==> config.mk <==
export PLATFORM = sky130hd
export DESIGN_NAME = battery_status_led_controller
export DESIGN_NICKNAME = d
export VERILOG_FILES = /design/src/rtl/core/bslc_pkg.sv /design/src/rtl/core/battery_status_led_controller.sv /design/src/rtl/core/bslc_in_reg.sv /design/src/rtl/core/bslc_step.sv /design/src/rtl/core/bslc_out_reg.sv
export SDC_FILE = /design/constraint.sdc
export NUM_CORES = 1
export LEC_CHECK = 0
export BUFFER_PORTS_ARGS = -buffer_cell sky130_fd_sc_hd__buf_2
export CAP_MARGIN = 20
export CELL_PAD_IN_SITES_DETAIL_PLACEMENT = 1
export CELL_PAD_IN_SITES_GLOBAL_PLACEMENT = 1
export CORE_ASPECT_RATIO = 1.1
export CORE_UTILIZATION = 46
export CTS_BUF_LIST = sky130_fd_sc_hd__clkbuf_8 sky130_fd_sc_hd__clkbuf_16
export CTS_CLUSTER_SIZE = 28
export DETAILED_ROUTE_END_ITERATION = 10
export PLACE_DENSITY_LB_ADDON = 0.1
export SLEW_MARGIN = 20
export SYNTH_ARGS = -nofsm -noshare
export SYNTH_HDL_FRONTEND = slang
export SYNTH_SLANG_ARGS = --single-unit
==> constraint.sdc <==
create_clock -name clk -period 4.3 [get_ports clk]
set_input_delay 0.86 -clock clk [delete_from_list [all_inputs] [get_ports clk]]
set_output_delay 0.86 -clock clk [all_outputs]
set_load 0.05 [all_outputs]
==> src/rtl/core/bslc_pkg.sv <==
// Shared types, codes and helpers of the battery status LED controller.
`default_nettype none

package bslc_pkg;

    localparam int CHARGE_W    = 7;
    localparam int CFG_INDEX_W = 3;
    localparam int CFG_DATA_W  = 7;
    localparam int S_DATA_W    = 16;
    localparam int M_DATA_W    = 8;

    localparam logic [2:0] BREATH_PWM_MAX = 3'd7;
    localparam logic [3:0] BREATH_STEPS   = 4'd14;

    localparam logic [CFG_INDEX_W-1:0] CFG_SINGLE_LED = 3'd0;
    localparam logic [CFG_INDEX_W-1:0] CFG_LOW_ON     = 3'd1;
    localparam logic [CFG_INDEX_W-1:0] CFG_LOW_OFF    = 3'd2;
    localparam logic [CFG_INDEX_W-1:0] CFG_FULL_ON    = 3'd3;
    localparam logic [CFG_INDEX_W-1:0] CFG_FULL_OFF   = 3'd4;

    localparam logic [CHARGE_W-1:0] LOW_ON_RST   = 7'd10;
    localparam logic [CHARGE_W-1:0] LOW_OFF_RST  = 7'd15;
    localparam logic [CHARGE_W-1:0] FULL_ON_RST  = 7'd100;
    localparam logic [CHARGE_W-1:0] FULL_OFF_RST = 7'd95;

    typedef enum logic [1:0] {
        FUNC_CHARGE = 2'd0,
        FUNC_USB    = 2'd1,
        FUNC_BLINK  = 2'd2,
        FUNC_BREATH = 2'd3
    } func_t;

    typedef enum logic [1:0] {
        MODE_OFF      = 2'd0,
        MODE_LOW      = 2'd1,
        MODE_CHARGING = 2'd2,
        MODE_FULL     = 2'd3
    } led_mode_t;

    // LED levels: bit 0 red, bit 1 blue, bit 2 green
    localparam logic [2:0] LED_NONE  = 3'b000;
    localparam logic [2:0] LED_RED   = 3'b001;
    localparam logic [2:0] LED_BLUE  = 3'b010;
    localparam logic [2:0] LED_GREEN = 3'b100;

    typedef struct packed {
        logic                usb_power;
        logic [CHARGE_W-1:0] charge_pct;
        func_t               func;
    } item_t;

    typedef struct packed {
        led_mode_t led_mode;
        logic      green_on;
        logic      blue_on;
        logic      red_on;
    } result_t;

    function automatic logic [2:0] breath_brightness(input logic [3:0] phase);
        logic [3:0] down;
        down = BREATH_STEPS - phase;
        if (phase <= {1'b0, BREATH_PWM_MAX})
            return phase[2:0];
        else if (phase <= BREATH_STEPS)
            return down[2:0];
        else
            return 3'd0;
    endfunction

endpackage

`default_nettype wire

==> src/rtl/core/battery_status_led_controller.sv <==
// Top level of the battery status LED controller.
// One item is taken per clock cycle when the result side keeps up; each accepted item
// waits in the input register, goes through the step logic, which does the whole state
// update of an item combinationally, and is loaded into the result register for m_tdata.
// A waiting result stalls the input only once the input register is full too.
// Configuration writes are always ready and should be made while no item is in flight;
// a changed mode select sets the LED mode at the next charge or USB update.
`default_nettype none

module battery_status_led_controller
    import bslc_pkg::*;
(
    input  wire logic                   clk,
    input  wire logic                   rst_n,
    input  wire logic                   s_tvalid,
    output logic                        s_tready,
    input  wire logic [S_DATA_W-1:0]    s_tdata,   // [1:0] func, [8:2] charge_pct, [9] usb_power
    output logic                        m_tvalid,
    input  wire logic                   m_tready,
    output logic [M_DATA_W-1:0]         m_tdata,   // [0] red_on, [1] blue_on, [2] green_on,
                                                   // [4:3] led_mode
    input  wire logic                   cfg_valid,
    output logic                        cfg_ready,
    input  wire logic [CFG_INDEX_W-1:0] cfg_index,
    input  wire logic [CFG_DATA_W-1:0]  cfg_data
);

    logic    item_valid;
    item_t   item;
    logic    out_free;
    logic    advance;
    result_t result;

    assign advance = item_valid && out_free;

    bslc_in_reg u_in_reg (
        .clk        (clk),
        .rst_n      (rst_n),
        .s_tvalid   (s_tvalid),
        .s_tready   (s_tready),
        .s_tdata    (s_tdata),
        .advance    (advance),
        .item_valid (item_valid),
        .item       (item)
    );

    bslc_step u_step (
        .clk       (clk),
        .rst_n     (rst_n),
        .cfg_valid (cfg_valid),
        .cfg_ready (cfg_ready),
        .cfg_index (cfg_index),
        .cfg_data  (cfg_data),
        .advance   (advance),
        .item      (item),
        .result    (result)
    );

    bslc_out_reg u_out_reg (
        .clk      (clk),
        .rst_n    (rst_n),
        .load     (advance),
        .result   (result),
        .free     (out_free),
        .m_tvalid (m_tvalid),
        .m_tready (m_tready),
        .m_tdata  (m_tdata)
    );

endmodule

`default_nettype wire

==> src/rtl/core/bslc_in_reg.sv <==
// Input register of the controller: holds one accepted item for the step logic.
`default_nettype none

module bslc_in_reg
    import bslc_pkg::*;
(
    input  wire logic                clk,
    input  wire logic                rst_n,
    input  wire logic                s_tvalid,
    output logic                     s_tready,
    input  wire logic [S_DATA_W-1:0] s_tdata,
    input  wire logic                advance,
    output logic                     item_valid,
    output item_t                    item
);

    logic  valid_reg;
    logic  valid_next;
    item_t item_reg;

    assign s_tready   = !valid_reg || advance;
    assign valid_next = s_tready ? s_tvalid : valid_reg;

    always_ff @(posedge clk or negedge rst_n)
    begin
        if (!rst_n)
        begin
            valid_reg <= 1'b0;
        end
        else
        begin
            valid_reg <= valid_next;
        end
    end

    always_ff @(posedge clk)
    begin
        if (s_tvalid && s_tready)
        begin
            item_reg <= item_t'(s_tdata[$bits(item_t)-1:0]);
        end
    end

    assign item_valid = valid_reg;
    assign item       = item_reg;

endmodule

`default_nettype wire

==> src/rtl/core/bslc_step.sv <==
// Configuration registers, display state and the per-item step logic.
`default_nettype none

module bslc_step
    import bslc_pkg::*;
(
    input  wire logic                   clk,
    input  wire logic                   rst_n,
    input  wire logic                   cfg_valid,
    output logic                        cfg_ready,
    input  wire logic [CFG_INDEX_W-1:0] cfg_index,
    input  wire logic [CFG_DATA_W-1:0]  cfg_data,
    input  wire logic                   advance,
    input  item_t                       item,
    output result_t                     result
);

    logic                single_reg;
    logic [CHARGE_W-1:0] low_on_reg;
    logic [CHARGE_W-1:0] low_off_reg;
    logic [CHARGE_W-1:0] full_on_reg;
    logic [CHARGE_W-1:0] full_off_reg;

    led_mode_t           mode_reg,     mode_next;
    logic [CHARGE_W-1:0] charge_reg,   charge_next;
    logic                usb_reg,      usb_next;
    logic                low_lat_reg,  low_lat_next;
    logic                full_lat_reg, full_lat_next;
    logic                blink_reg,    blink_next;
    logic [3:0]          breath_reg,   breath_next;
    logic [2:0]          pwm_reg,      pwm_next;
    logic [2:0]          leds_reg,     leds_next;

    assign cfg_ready = 1'b1;

    always_ff @(posedge clk or negedge rst_n)
    begin
        if (!rst_n)
        begin
            single_reg   <= 1'b0;
            low_on_reg   <= LOW_ON_RST;
            low_off_reg  <= LOW_OFF_RST;
            full_on_reg  <= FULL_ON_RST;
            full_off_reg <= FULL_OFF_RST;
        end
        else if (cfg_valid)
        begin
            case (cfg_index)
                CFG_SINGLE_LED: single_reg   <= cfg_data[0];
                CFG_LOW_ON:     low_on_reg   <= cfg_data;
                CFG_LOW_OFF:    low_off_reg  <= cfg_data;
                CFG_FULL_ON:    full_on_reg  <= cfg_data;
                CFG_FULL_OFF:   full_off_reg <= cfg_data;
                default:        ;
            endcase
        end
    end

    always_comb
    begin
        logic refresh;
        logic pwm_wrap;

        mode_next     = mode_reg;
        charge_next   = charge_reg;
        usb_next      = usb_reg;
        low_lat_next  = low_lat_reg;
        full_lat_next = full_lat_reg;
        blink_next    = blink_reg;
        breath_next   = breath_reg;
        pwm_next      = pwm_reg;
        leds_next     = leds_reg;
        pwm_wrap      = 1'b0;

        refresh = (item.func == FUNC_CHARGE) || (item.func == FUNC_USB);
        if (item.func == FUNC_CHARGE)
            charge_next = item.charge_pct;
        if (item.func == FUNC_USB)
            usb_next = item.usb_power;

        if (refresh)
        begin
            // mode selection, with hysteresis latches outside single-LED mode
            if (single_reg)
            begin
                if (usb_next)
                    mode_next = MODE_CHARGING;
                else
                    mode_next = (charge_next < low_on_reg) ? MODE_LOW : MODE_OFF;
            end
            else if (usb_next)
            begin
                low_lat_next  = 1'b0;
                full_lat_next = full_lat_reg ? !(charge_next <= full_off_reg)
                                             : (charge_next >= full_on_reg);
                mode_next     = full_lat_next ? MODE_FULL : MODE_CHARGING;
            end
            else
            begin
                full_lat_next = 1'b0;
                low_lat_next  = low_lat_reg ? !(charge_next >= low_off_reg)
                                            : (charge_next <= low_on_reg);
                mode_next     = low_lat_next ? MODE_LOW : MODE_OFF;
            end

            // mode entry and exit actions
            if (single_reg)
            begin
                if (mode_next == MODE_CHARGING && mode_reg != MODE_CHARGING)
                begin
                    breath_next = 4'd0;
                    pwm_next    = 3'd0;
                end
            end
            else if (mode_next == MODE_LOW)
            begin
                if (mode_reg != MODE_LOW)
                    blink_next = 1'b1;
            end
            else if (mode_reg == MODE_LOW)
            begin
                blink_next = 1'b0;
            end

            // pattern of the new mode
            if (single_reg)
                leds_next = (mode_next == MODE_LOW) ? LED_RED : LED_NONE;
            else
            begin
                case (mode_next)
                    MODE_LOW:      leds_next = blink_next ? LED_RED : LED_NONE;
                    MODE_CHARGING: leds_next = LED_BLUE;
                    MODE_FULL:     leds_next = LED_GREEN;
                    default:       leds_next = LED_NONE;
                endcase
            end
        end
        else if (item.func == FUNC_BLINK)
        begin
            if (!single_reg && mode_reg == MODE_LOW)
            begin
                blink_next = !blink_reg;
                leds_next  = blink_next ? LED_RED : LED_NONE;
            end
        end
        else if (single_reg && mode_reg == MODE_CHARGING)
        begin
            pwm_next = pwm_reg + 3'd1;
            pwm_wrap = (pwm_next == 3'd0);
            if (pwm_wrap)
                breath_next = (breath_reg >= BREATH_STEPS) ? 4'd0 : breath_reg + 4'd1;
            leds_next = (pwm_next <= breath_brightness(breath_next)) ? LED_RED : LED_NONE;
        end

        result.led_mode = mode_next;
        result.red_on   = leds_next[0];
        result.blue_on  = leds_next[1] && !single_reg;
        result.green_on = leds_next[2] && !single_reg;
    end

    always_ff @(posedge clk or negedge rst_n)
    begin
        if (!rst_n)
        begin
            mode_reg     <= MODE_OFF;
            charge_reg   <= '0;
            usb_reg      <= 1'b0;
            low_lat_reg  <= 1'b0;
            full_lat_reg <= 1'b0;
            blink_reg    <= 1'b0;
            breath_reg   <= 4'd0;
            pwm_reg      <= 3'd0;
            leds_reg     <= LED_NONE;
        end
        else if (advance)
        begin
            mode_reg     <= mode_next;
            charge_reg   <= charge_next;
            usb_reg      <= usb_next;
            low_lat_reg  <= low_lat_next;
            full_lat_reg <= full_lat_next;
            blink_reg    <= blink_next;
            breath_reg   <= breath_next;
            pwm_reg      <= pwm_next;
            leds_reg     <= leds_next;
        end
    end

endmodule

`default_nettype wire

==> src/rtl/core/bslc_out_reg.sv <==
// Result register of the controller, driving the master-side stream.
`default_nettype none

module bslc_out_reg
    import bslc_pkg::*;
(
    input  wire logic                clk,
    input  wire logic                rst_n,
    input  wire logic                load,
    input  result_t                  result,
    output logic                     free,
    output logic                     m_tvalid,
    input  wire logic                m_tready,
    output logic [M_DATA_W-1:0]      m_tdata
);

    logic    valid_reg;
    logic    valid_next;
    result_t data_reg;

    assign free       = !valid_reg || m_tready;
    assign valid_next = load || (valid_reg && !m_tready);

    always_ff @(posedge clk or negedge rst_n)
    begin
        if (!rst_n)
        begin
            valid_reg <= 1'b0;
        end
        else
        begin
            valid_reg <= valid_next;
        end
    end

    always_ff @(posedge clk)
    begin
        if (load)
        begin
            data_reg <= result;
        end
    end

    assign m_tvalid = valid_reg;
    assign m_tdata  = {{(M_DATA_W - $bits(result_t)){1'b0}}, data_reg};

endmodule

`default_nettype wire

==> results of run 1 <==
worst max-delay path by stage:
stage                           endpoint  slack, ns  cells past startpoint
floorplan           u_out_reg.m_tdata[3]       1.00                     10
global placement    u_out_reg.m_tdata[3]       0.67                      9
detailed placement  u_out_reg.m_tdata[3]       0.58                      9
CTS                 u_out_reg.m_tdata[3]       0.55                      9
global route        u_out_reg.m_tdata[0]       0.39                      9
finish              u_out_reg.m_tdata[3]       0.60                      9
routing by layer:
layer	wire [microns]	vias up	GRT usage
li1	-	1436	-
met1	3880	1415	0.262
met5	0	-	0
met2	4750	35	0.421
met3	209	11	0.0378
met4	131	0	0.0769
layout make-up:
type                            count  area (sq um)
Fill cell                         934          3710
Multi-Input combinational cell    275          1910
Sequential cell                    69          1820
Timing Repair Buffer               35           185
Tap cell                          108           135
Inverter                           35           131
Clock buffer                        9           124
Clock inverter                      7          72.6
cell usage in the layout (no fill, tap or decap), types with 5 or more instances in the layout:
cell type  instances
nor2b_1            5
mux2_2            20
inv_1             35
clkbuf_8           9
nand3_1            9
o21ai_0           37
dfrtp_1           39
nand2_1           57
nand2b_1           9
a21oi_1           14
buf_2             31
ha_1              37
nor2_1            17
edfxtp_1          15
nand4_1            5
dfstp_2           15
power groups by stage:
stage               logic [mW]  clock network, mW  registers [mW]
floorplan                0.511                  0           0.930
global placement         0.697                  0           0.916
detailed placement       0.731                  0           0.925
CTS                      0.742              0.559           0.912
global route             0.830              0.587           0.930
finish                   0.730              0.542           0.912
cell families after synthesis:
logic type	count (synthesis)	share of synthesized area
flip-flops	69	0.465
AND/OR/NAND/NOR	124	0.153
adder cells (fa/ha/maj)	37	0.118
buffers and inverters	47	0.0495
AO/OA/AOI/OAI	86	0.143
other	2	0.00192
multiplexers	23	0.0652
XOR/XNOR	1	0.00416
critical path, delay by kind of cell (launching register included):
family	cells	cell delay, ns
and+or+nand+nor	2	0.84
muxes	2	0.89
AOI/OAI and AO/OA	4	0.82
adders and majority gates	1	0.34
DFF	1	0.55
Yosys cell counts, drive strengths merged, types with 9 or more instances:
cell type	n
inv	35
ha	37
nand2	57
nor2	17
mux2	20
edfxtp	15
o21ai	40
nand3	9
dfrtp	39
nand2b	9
a21oi	14
dfstp	15
per-stage QoR:
stage                     utilization  std cells  hold WS, ns  instance area (sq um)
after floorplan                     -        391        0.442                   3920
final                           0.541        538        0.494                   4380
after CTS                       0.541        538        0.493                   4380
after detailed placement        0.517        522        0.472                   4180
after global placement          0.517        522        0.453                   4180
after global routing            0.541        538        0.500                   4380
==> flow_summary.yaml, run 1 <==
status:
  status: "complete, no violations"
clocking:
  cts_buffers: 9
  clkLatencyLatePin_ns: 0.35
  cts_buffer_depth: 2
  htree_levels: 3
  cts_tree: "built"
  cts_hold_buf: 0
  cts.sinks: 69
  cts_setup_buffers: 0
  clockRootBuffer: "clkbuf_8"
  clk_pin_slew_ns: 0.08
  cts_resized: 0
final_layout:
  largest_reg_flops: 10
  n_antenna_cell: 0
  area_delta_synth_final_pct: 11.8
  finalNetCount: 493
  drive_above_1_share: 0.223
placed_design:
  dpl.hpwl_microns: 6830
  gp_congestion: 0.792
  pre_cts_ws_ns: 0.575
  io_buffer_count: 31
global_routing:
  overflow: 0
  grt_first_pass_wirelength_microns: 15600
  grt_pass1_vias: 3183
  grt_max_degree: 38
  track_usage: 0.226
  grt_antenna_before_repair: 0
worst_hold_path:
  holdCritPathClass: "flip-flop to flip-flop"
  min-delay-start: "u_step.charge_reg[5]"
  min_to: "u_step.charge_reg[5]"
  holdPathStages: 2
worst_setup_path:
  crit_arrival_ns: 3.81
  worstSetupEndpointType: "flip-flop"
  crit_start: "u_in_reg.item[0]"
  cp_max_fo: 10
  slowest_stage: "mux2i_1"
  cp.required_ns: 4.41
  max_stage_delay_ns: 0.61
  r2r-start: "u_in_reg.item[0]"
  crit-reg2reg-capture: "u_out_reg.m_tdata[3]"
  path_cells: "nor2_1, mux2i_1, ha_1, nor3b_1, o21a_1, o21ai_0, a32oi_2, o21ai_2, mux2_2"
  setup.worst_path.class: "flip-flop to flip-flop"
  startpoint_type: "flip-flop"
  r2r_setup_slack_ns: 0.60
  ff2ff_path_depth: 9
floorplanning:
  core_area_sq_mm: 0.00808
  die_area_sq_mm: 0.00888
  rows: 34
  dieWidth_microns: 90.0
  boundaryPins: 42
  initial_core_util: 0.484
  fp.dieH_microns: 98.8
timing:
  fin_crit_ns: 3.70
  clock_skew_ns: 0.0155
  hold_viol_final: 0
  setup_tns_ns: 0
  worst-slew-pin-transition_ns: 0.882
  setup_viol: 0
  final.period_utilization: 0.861
  slew_viol_final: 0
  finalWorstSetupSlack_ns: 0.600
  max_freq_ghz: 0.270
  relSlewSlack: 0.412
  rsz0062_at_grt: "no"
synth:
  yosysUniqueCellTypes: 56
  ys_async_sr_fraction: 0.783
  syn-instance-count: 389
  syn_avg_cell_area_sq_um: 10.1
  yosys-top-cells-area: "dfrtp_1 (25%), ha_1 (12%), edfxtp_1 (12%)"
  yosysTopAreaCell: "dfrtp_1"
  yosysSeqAreaShare: 0.465
  ys_seq_elements: 69
  ys_warn_count: 0
  synth.cell_area_sq_mm: 0.00392
  synth_flop_cell: "dfrtp_1"
  synth_top_area_frac: 0.249
  synth_edf_count: 15
pwr:
  peakVddDrop_mv: 0.260
  power_density_mw_per_mm2: 499
  p_clk_frac: 0.248
  power.switching_mw: 0.787
  p_leak_nw: 2.03
  p_total_mw: 2.18
  netSwitchingFraction: 0.360
  power_frac_seq: 0.418
  combPwrFrac: 0.334
  internal_power_mw: 1.40
routing:
  drt_iter0_drc: 60
  wirelength_microns: 8970
  via_per_inst: 5.38
  drc: 0
  drt_pass1_iterations: 4
  wl_per_cell_microns: 16.7
  vias: 2897
  postRouteAntennaNets: 0
run:
  cap_viol_max_count: 0
No activity file was read; power rests on OpenSTA's default activity.
==> run 2: changes to the inputs <==
Settings changed: CAP_MARGIN 20 to 30, CELL_PAD_IN_SITES_DETAIL_PLACEMENT 1 to default, CELL_PAD_IN_SITES_GLOBAL_PLACEMENT 1 to default, CORE_UTILIZATION 46 to 59.
==> flow_summary.yaml, run 2 (synthesis gave the netlist of run 1 again) <==
pwr:
  p_leak_nw: 2.06
  peakVddDrop_mv: 0.291
  power_density_mw_per_mm2: 512
worst_setup_path:
  cp_max_fo: 10
  startpoint_type: "flip-flop"
  max_stage_delay_ns: 0.54
  crit_arrival_ns: 3.67
  setup.worst_path.class: "flip-flop to flip-flop"
  crit-reg2reg-capture: "u_out_reg.m_tdata[3]"
  critPathBufInv: 0
  slowest_stage: "edfxtp_1"
  r2r-start: "u_in_reg.item[0]"
  r2r_setup_slack_ns: 0.72
  ff2ff_path_depth: 9
  cp.required_ns: 4.39
  crit_start: "u_in_reg.item[0]"
  crit_family: "simple AND/OR/NAND/NOR gates"
  path_cells: "nor2_1, mux2_2, ha_1, a211oi_2, nor2_1, or4b_4, a32oi_2, o21ai_2, mux2_2"
  worstSetupEndpointType: "flip-flop"
global_routing:
  track_usage: 0.257
  overflow: 0
  grt_pass1_vias: 2790
  grt_first_pass_wirelength_microns: 13300
  grt_antenna_before_repair: 0
  grt_max_degree: 33
final_layout:
  finish.instance_area_sq_mm: 0.00437
  final_common_cell: "nand2_1"
  num-fill-cells: 501
  largest_reg_flops: 10
  drive_above_1_share: 0.214
  regArea_sq_mm: 0.00182
  final_cell_mix: "nand2_1 (57), dfrtp_1 (39), inv_1 (37), o21ai_0 (37), ha_1 (37)"
  multi_input_area_sq_mm: 0.00191
  finalNetCount: 492
  layoutNonFillerInstCount: 509
  area_delta_synth_final_pct: 11.6
  n_antenna_cell: 0
  final_util: 0.693
routing:
  via_per_inst: 5.68
  wl_per_cell_microns: 15.1
  drc: 0
  drt_iter0_drc: 168
  drt_pass1_iterations: 4
  vias: 2889
  postRouteAntennaNets: 0
  wirelength_microns: 7680
timing:
  worst-slew-pin-transition_ns: 0.851
  fin_crit_ns: 3.58
  setup_viol: 0
  slew_viol_final: 0
  max_freq_ghz: 0.280
  clock_skew_ns: 0.0118
  rsz0062_at_grt: "no"
  hold_viol_final: 0
  setup_tns_ns: 0
  relSlewSlack: 0.431
  final.period_utilization: 0.832
floorplanning:
  dieWidth_microns: 79.7
  die_area_sq_mm: 0.00697
  fp.dieH_microns: 87.4
  initial_core_util: 0.621
  core_area_sq_mm: 0.00631
  rows: 30
  boundaryPins: 42
placed_design:
  gp_congestion: 0.837
  dpl_cell_area_sq_mm: 0.00414
  placedCellCount: 493
  dpl.hpwl_microns: 5650
  io_buffer_count: 31
worst_hold_path:
  min-delay-start: "u_step.charge_reg[1]"
  min_to: "u_step.charge_reg[1]"
  holdPathStages: 2
  holdCritPathClass: "flip-flop to flip-flop"
clocking:
  cts_setup_buffers: 0
  htree_levels: 3
  cts_resized: 0
  clk_pin_slew_ns: 0.07
  cts_hold_buf: 0
  cts_buffer_depth: 2
  cts_tree: "built"
  clockRootBuffer: "clkbuf_8"
  cts.sinks: 69
  clkLatencyLatePin_ns: 0.35
  cts_buffers: 9
run:
  cap_viol_max_count: 0
status:
  status: "complete, no violations"
==> run 2: changes by cell type in the layout (fill, tap and decap cells not counted) <==
cell	delta
clkinv_2	-1
buf_4	-1
clkinv_1	+1
bufinv_16	+2
inv_6	-2
clkinvlp_4	-2
inv_1	+2
==> run 2: how the worst max path moves through the flow <==
stage,to,slack (ns),depth (start not counted)
finish,u_out_reg.m_tdata[3],0.72,9
global route,u_step.leds_reg[0],0.48,16
CTS,u_step.leds_reg[0],0.74,16
detailed placement,u_step.leds_reg[0],0.77,16
global placement,u_out_reg.m_tdata[3],0.77,9
floorplan,u_out_reg.m_tdata[3],1.00,10
==> run 2: tightest hold or removal path: cells and delay by family, from the launching register on <==
| family | cells | cell delay (ns) |
|---|---|---|
| flops | 1 | 0.35 |
| simple gates | 2 | 0.10 |
==> run 2: per-layer routing <==
metal  vias to the layer above  share of wire  track usage
met4                         0          0.015        0.101
met3                        13          0.045       0.0565
met2                        64           0.47        0.404
met1                      1379           0.47        0.344
li1                       1433              -            -
met5                         -              0            0
==> run 2: where the power goes <==
| part | internal, mW | switching (mW) | leakage (nW) |
|---|---|---|---|
| sequential | 0.829 | 0.0800 | 0.792 |
| clock | 0.378 | 0.240 | 0.123 |
| combinational | 0.296 | 0.415 | 1.14 |
==> run 2: per-stage QoR <==
| stage | hold slack [ns] | setup slack, ns | power [mW] |
|---|---|---|---|
| 2_1_floorplan | 0.442 | 1.00 | 1.44 |
| 3_3_place_gp | 0.454 | 0.773 | 1.59 |
| 3_5_place_dp | 0.466 | 0.773 | 1.62 |
| 4_1_cts | 0.483 | 0.735 | 2.25 |
| 5_1_grt | 0.503 | 0.483 | 2.39 |
| 6_report | 0.481 | 0.723 | 2.24 |
==> run 2: final cells by class <==
| class | count | share of cell area |
|---|---|---|
| tap | 80 | 0.0229 |
| inverter | 35 | 0.0301 |
| clock inverter | 7 | 0.0243 |
| multi-input combinational | 275 | 0.437 |
| timing repair buffer | 34 | 0.0407 |
| clock buffer | 9 | 0.0284 |
| sequential | 69 | 0.417 |
